==> config.mk <==
export PLATFORM = sky130hd
export DESIGN_NAME = ars_ctrl
export DESIGN_NICKNAME = d
export VERILOG_FILES = /design/src/hdl/ars_pkg.sv /design/src/hdl/ars_ctrl.sv
export SDC_FILE = /design/constraint.sdc
export NUM_CORES = 1
export LEC_CHECK = 0
export ABC_AREA = 1
export BUFFER_PORTS_ARGS = -buffer_cell sky130_fd_sc_hd__buf_4
export CORE_MARGIN = 5
export CORE_UTILIZATION = 38
export DETAILED_ROUTE_END_ITERATION = 6
export PLACE_DENSITY = 0.68
export SLEW_MARGIN = 20
export SYNTH_ARGS = -nofsm -noshare
export SYNTH_HDL_FRONTEND = slang
export SYNTH_SLANG_ARGS = --single-unit
export TNS_END_PERCENT = 100
==> constraint.sdc <==
create_clock -name clk -period 1.3 [get_ports clk]
set_input_delay 0 -clock clk [delete_from_list [all_inputs] [get_ports clk]]
set_output_delay 0 -clock clk [all_outputs]
set_load 0.02 [all_outputs]
==> src/hdl/ars_pkg.sv <==
`default_nettype none
package ars_pkg;

	localparam int DEF_NUM_ENTRIES = 16;
	localparam int DEF_NUM_PHASES  = 3;

	localparam int WEIGHT_W = 24;
	localparam int TOTAL_W  = 28;
	localparam int SUM_W    = 32;
	localparam int COUNT_W  = 16;
	localparam int EIU_W    = 5;
	localparam int EPS_W    = 17;

	localparam logic [WEIGHT_W-1:0] WEIGHT_ONE = 24'h010000;
	localparam logic [EPS_W-1:0]    EPS_ONE    = 17'h10000;
	localparam logic [EIU_W-1:0]    EIU_RESET  = 5'd16;
	localparam logic [EPS_W-1:0]    EPS_RESET  = 17'h08000;
	localparam logic [15:0]         ROUND_HALF = 16'h8000;

	// configuration register indexes
	localparam logic CFG_IDX_ENTRIES   = 1'b0;
	localparam logic CFG_IDX_SMOOTHING = 1'b1;

	// request kinds
	localparam logic [1:0] REQ_SELECT = 2'd0;
	localparam logic [1:0] REQ_RECORD = 2'd1;
	localparam logic [1:0] REQ_UPDATE = 2'd2;

	// result status codes
	localparam logic [1:0] ST_SELECTED = 2'd0;
	localparam logic [1:0] ST_RECORDED = 2'd1;
	localparam logic [1:0] ST_UPDATED  = 2'd2;
	localparam logic [1:0] ST_BAD      = 2'd3;

	typedef struct packed {
		logic [1:0]  req_type;
		logic [1:0]  phase;
		logic [15:0] random_fraction;
		logic [3:0]  entry_index;
		logic [23:0] score_value;
	} req_t;

	typedef struct packed {
		logic [3:0]  chosen_index;
		logic [27:0] phase_weight_total;
		logic [1:0]  status;
	} rsp_t;

	typedef enum logic [4:0] {
		OP_NOP,
		OP_DISPATCH,
		OP_TOT_INIT,
		OP_TOT_RD,
		OP_TOT_ACC,
		OP_SEL_MUL,
		OP_WALK,
		OP_REC_RD,
		OP_REC_WR,
		OP_UPD_RD,
		OP_UPD_CHK,
		OP_DIV,
		OP_MUL1,
		OP_MUL2,
		OP_UPD_WR,
		OP_RESULT
	} dp_op_t;

	typedef struct packed {
		dp_op_t op;
		logic   take;
	} ctl_cmd_t;

	typedef struct packed {
		logic [1:0] req;
		logic       phase_ok;
		logic       idx_ok;
		logic       hit;
		logic       walk_last;
		logic       cnt_zero;
		logic       div_last;
		logic       upd_last;
		logic       tot_e_last;
		logic       tot_p_last;
		logic       out_free;
	} dp_stat_t;

endpackage
`default_nettype wire

==> src/hdl/ars_ctrl.sv <==
`default_nettype none
module ars_ctrl
	import ars_pkg::*;
(
	input  wire      clk,
	input  wire      arst_n,
	input  wire      req_valid,
	input  wire      cfg_valid,
	input  wire      cfg_index,
	input  dp_stat_t stat,
	output ctl_cmd_t cmd,
	output logic     req_stall,
	output logic     cfg_ready
);

	typedef enum logic [4:0] {
		S_TOT_INIT,
		S_TOT_RD,
		S_TOT_ACC,
		S_IDLE,
		S_DISPATCH,
		S_SEL_MUL,
		S_WALK,
		S_REC_RD,
		S_REC_WR,
		S_UPD_RD,
		S_UPD_CHK,
		S_DIV,
		S_MUL1,
		S_MUL2,
		S_UPD_WR,
		S_DONE
	} state_t;

	state_t state_q;
	logic   upd_q;
	logic   recompute;

	assign cfg_ready = (state_q == S_IDLE);
	assign recompute = cfg_valid && cfg_ready && (cfg_index == CFG_IDX_ENTRIES);
	assign req_stall = (state_q != S_IDLE) || (cfg_valid && (cfg_index == CFG_IDX_ENTRIES));

	always_comb begin
		cmd.take = req_valid && !req_stall;
		unique case (state_q)
			S_TOT_INIT: cmd.op = OP_TOT_INIT;
			S_TOT_RD:   cmd.op = OP_TOT_RD;
			S_TOT_ACC:  cmd.op = OP_TOT_ACC;
			S_IDLE:     cmd.op = OP_NOP;
			S_DISPATCH: cmd.op = OP_DISPATCH;
			S_SEL_MUL:  cmd.op = OP_SEL_MUL;
			S_WALK:     cmd.op = OP_WALK;
			S_REC_RD:   cmd.op = OP_REC_RD;
			S_REC_WR:   cmd.op = OP_REC_WR;
			S_UPD_RD:   cmd.op = OP_UPD_RD;
			S_UPD_CHK:  cmd.op = OP_UPD_CHK;
			S_DIV:      cmd.op = OP_DIV;
			S_MUL1:     cmd.op = OP_MUL1;
			S_MUL2:     cmd.op = OP_MUL2;
			S_UPD_WR:   cmd.op = OP_UPD_WR;
			S_DONE:     cmd.op = stat.out_free ? OP_RESULT : OP_NOP;
			default:    cmd.op = OP_NOP;
		endcase
	end

	always_ff @(posedge clk or negedge arst_n) begin
		if (!arst_n) begin
			state_q <= S_TOT_INIT;
			upd_q   <= 1'b0;
		end else begin
			unique case (state_q)
				S_TOT_INIT: state_q <= S_TOT_RD;
				S_TOT_RD:   state_q <= S_TOT_ACC;
				S_TOT_ACC: begin
					if (stat.tot_e_last && stat.tot_p_last) begin
						state_q <= upd_q ? S_DONE : S_IDLE;
					end else begin
						state_q <= S_TOT_RD;
					end
				end
				S_IDLE: begin
					if (recompute) begin
						upd_q   <= 1'b0;
						state_q <= S_TOT_INIT;
					end else if (cmd.take) begin
						state_q <= S_DISPATCH;
					end
				end
				S_DISPATCH: begin
					if (stat.req == REQ_SELECT && stat.phase_ok) begin
						state_q <= S_SEL_MUL;
					end else if (stat.req == REQ_RECORD && stat.phase_ok && stat.idx_ok) begin
						state_q <= S_REC_RD;
					end else if (stat.req == REQ_UPDATE) begin
						state_q <= S_UPD_RD;
					end else begin
						state_q <= S_DONE;
					end
				end
				S_SEL_MUL: state_q <= S_WALK;
				S_WALK: begin
					if (stat.hit || stat.walk_last) begin
						state_q <= S_DONE;
					end
				end
				S_REC_RD:  state_q <= S_REC_WR;
				S_REC_WR:  state_q <= S_DONE;
				S_UPD_RD:  state_q <= S_UPD_CHK;
				S_UPD_CHK: state_q <= stat.cnt_zero ? S_UPD_WR : S_DIV;
				S_DIV: begin
					if (stat.div_last) begin
						state_q <= S_MUL1;
					end
				end
				S_MUL1: state_q <= S_MUL2;
				S_MUL2: state_q <= S_UPD_WR;
				S_UPD_WR: begin
					if (stat.upd_last) begin
						upd_q   <= 1'b1;
						state_q <= S_TOT_INIT;
					end else begin
						state_q <= S_UPD_RD;
					end
				end
				S_DONE: begin
					if (stat.out_free) begin
						state_q <= S_IDLE;
					end
				end
				default: state_q <= S_IDLE;
			endcase
		end
	end

endmodule
`default_nettype wire

==> results by group <==
CTS
  – Clock root buffer: clkbuf_4
  – Clock Sinks: 5
  – Clock slew at reported path FFs: 0.04 ns
  – CTS tree: done
  – Number of H-tree levels: 1
  – Clk buf depth: 2
  – CTS buffer count: 3
  – Worst skew pair latency: 0.24 ns

Floorplan
  – Die area: 2550 sq um
  – Initial Util: 40.8%
  – Die extent in y: 50.5 um
  – Cell Rows: 14
  – Total core area: 1520 sq um
  – Die extent in x: 50.5 um
  – Ports: 25

Global routing
  – Initial antenna violation count: 0
  – First-pass GRT wire length: 3450 um
  – Number of global-route vias before repair: 828
  – GRT Residual Overflow: 0
  – GRT Util Overall: 16.9%
  – Largest net degree at the start of global routing: 7

Power
  – Design Power: 2.90 mW
  – Peak supply drop: 0.00146 V
  – PD cells: 2650 nW/um^2
  – Leak pwr: 0.616 nW

Worst hold path
  – Worst hold start: stat[3]
  – Worst min path class: input port to flop
  – Worst Hold Path EP: upd_q$_DFFE_PN0P_
  – Hold Path Depth: 3

Layout
  – Finished Cell Area: 1090 sq um
  – # diodes: 0
  – Footprint of the multi-input gates: 509 sq um
  – Layout cells sized above 1: 45.2%
  – Nets@finish: 184
  – Fin cells: 182
  – FF+latch area: 130 sq um
  – Area delta synth->final: 76.1%
  – Fill count: 128

Worst setup path
  – Crit path launch type: flop
  – Path depth of the worst reg2reg path: 10
  – CP endpoint kind: flop
  – R2R setup slack: -0.15 ns
  – Critical R2R Launch: state_q[1]$_DFFE_PN0P_
  – R2R Path End: state_q[2]$_DFFE_PN0P_
  – Arrival time worst endpoint: 1.57 ns
  – Worst Setup SP: state_q[1]$_DFFE_PN0P_
  – Critical Path Fanout Max: 5
  – Req. time, crit path: 1.42 ns
  – WS Path Type: flop to flop

STA
  – Final setup vio count: 8
  – Min Tclk post-route: 1.45 ns
  – Endpoints failing hold: 0
  – Fin Setup TNS: -0.760 ns
  – Final worst-path cycle share: 111%
  – Fmax: 691 MHz
  – Final worst slack: -0.148 ns
  – Worst hold slack: 0.0169 ns
  – Max-slew violation count: 0
  – RSZ-0062 raised after global routing: true
  – Worst Skew: 0.00347 ns

Logic synthesis
  – Synth Area in Adders: 0%
  – Yosys top cell area share: 28.4%
  – Largest family of logic cells by synthesized area: simple AND/OR/NAND/NOR gates
  – Syn avg cell area: 5.01 sq um
  – Register area share after synthesis: 20.1%
  – Post-synthesis instance area: 622 sq um
  – Gate count of the mapped netlist: 124
  – Seq cells post-synth: 5
  – Post-Syn Nets: 141
  – Synth Area in Simple Gates: 62.6%
  – Yosys top cell by area: nand2_1
  – XOR/XNOR Fraction of Synth Area: 0%
  – Multiplexer area fraction after synthesis: 0%
  – Compound-Gate Fraction of Synth Area: 3.42%
  – Largest cells by area after synthesis: nand2_1, dfrtp_1, nor2_1
  – Number of library cell types mapped by synthesis: 15
  – Synthesis warning total: 0

Route
  – Detailed Route WL: 2410 um
  – Remaining DRCs: 0
  – Via count: 942
  – Starting DRT DRC Count: 35
  – 1st-pass router iterations: 4
  – Post-DRT Antenna Nets: 0
  – Vias per cell: 5.18
  – Wire length per cell: 13.2 um

Outcome
  – Status: finished with violations
  – Violated checks: negative setup slack

Placed design
  – Placed cell count: 170
  – GP Congestion: 0.898
  – Dpl hpwl: 1660 um
  – Dpl cell area: 867 sq um
  – Buffers added on ports: 23

Flow run
  – Max-Cap Viols: 0
-- critical path, stage by stage (launching register included) --
cell	delay [ns]
dfrtp_2	0.42
buf_4	0.16
nor2_2	0.04
buf_4	0.14
buf_4	0.13
nand2_1	0.05
nand2_1	0.05
nor2_1	0.11
nand2_1	0.09
nand2_1	0.08
nand2_1	0.05
-- worst max path at each step --
stage          slack [ns]  depth (start not counted)                     end
2_1_floorplan       0.002                          3                  cmd[0]
3_3_place_gp         -0.1                          7  state_q[0]$_DFFE_PN0P_
3_5_place_dp        -0.14                          6  state_q[1]$_DFFE_PN0P_
4_1_cts             -0.09                          7                  cmd[2]
5_1_grt             -0.20                          9  state_q[2]$_DFFE_PN0P_
6_report            -0.15                         10  state_q[2]$_DFFE_PN0P_
-- through the flow --
stage / utilization [%] / setup WS [ns]
3_5_place_dp: 56.9 / -0.142
4_1_cts: 67.3 / -0.0869
2_1_floorplan: - / 0.00211
5_1_grt: 71.8 / -0.196
6_report: 71.8 / -0.148
3_3_place_gp: 56.9 / -0.0997
-- layout by cell type, fill, tap and decap left out --
master | Yosys | routed
nand2_1 | 47 | 39
buf_4 | 1 | 30
nor2_1 | 27 | 17
inv_1 | 19 | 14
nand3_1 | 12 | 9
nand2_2 | 0 | 7
nor2_2 | 3 | 7
buf_6 | 0 | 7
nor2_4 | 0 | 6
inv_2 | 1 | 6
dfrtp_2 | 0 | 4
nand3_2 | 0 | 3
clkbuf_4 | 0 | 3
nand4_1 | 2 | 2
nand3b_1 | 2 | 2
nand2_4 | 0 | 1
o211ai_1 | 1 | 1
o2111ai_1 | 1 | 1
nor3_1 | 1 | 1
o21ai_0 | 1 | 1
conb_1 | 1 | 1
clkbuf_1 | 0 | 1
dlygate4sd3_1 | 0 | 1
buf_12 | 0 | 1
dfrtp_1 | 5 | 1
-- metal layers --
metal	vias up	global-route usage [%]	wire length (um)
li1	464	-	-
met1	416	22.2	922
met2	46	26.4	1220
met3	16	2.37	180
met4	0	9.36	87
met5	-	0	0
-- cells in the mapped netlist (all sizes together) --
master and number:
nand2 47, nor2 30, inv 20, nand3 12
dfrtp 5, nand3b 2, nand4 2, buf 1
conb 1, nor3 1, o2111ai 1, o211ai 1
o21ai 1
-- kinds of logic (layout without fill, tap and decap cells) --
| family | Yosys count | in the layout |
|---|---|---|
| and+or+nand+nor | 94 | 94 |
| DFF | 5 | 5 |
| buffers and inverters | 21 | 63 |
| other | 1 | 1 |
| AOI/OAI and AO/OA | 3 | 3 |
-- state kept, by name (all words and copies together), names as in the netlist --
name,count
state_q,4
upd_q,1
-- area by class of cell --
type	count	share of cell area [%]
clock buffers	4	2.40
inverters	20	6.86
multi-input cells	98	46.5
flip-flops and latches	5	11.9
well taps	16	1.83
repair buffers	39	30.5
-- repair_timing --
item / in CTS / in global routing
buffers inserted: 7 / 1
pin swaps: 7 / 4
endpoints found under the setup margin: 11 / 10
endpoints found under the hold margin: 5 / 0
hold buffers: 1 / 0
resized for setup: 25 / 19
-- where the power goes --
part / switching [mW] / leakage, nW / internal, mW
registers: 0.142 / 0.0566 / 0.255
logic: 1.28 / 0.545 / 1.05
clock network: 0.0552 / 0.0150 / 0.116
No activity file was read; power rests on OpenSTA's default activity.
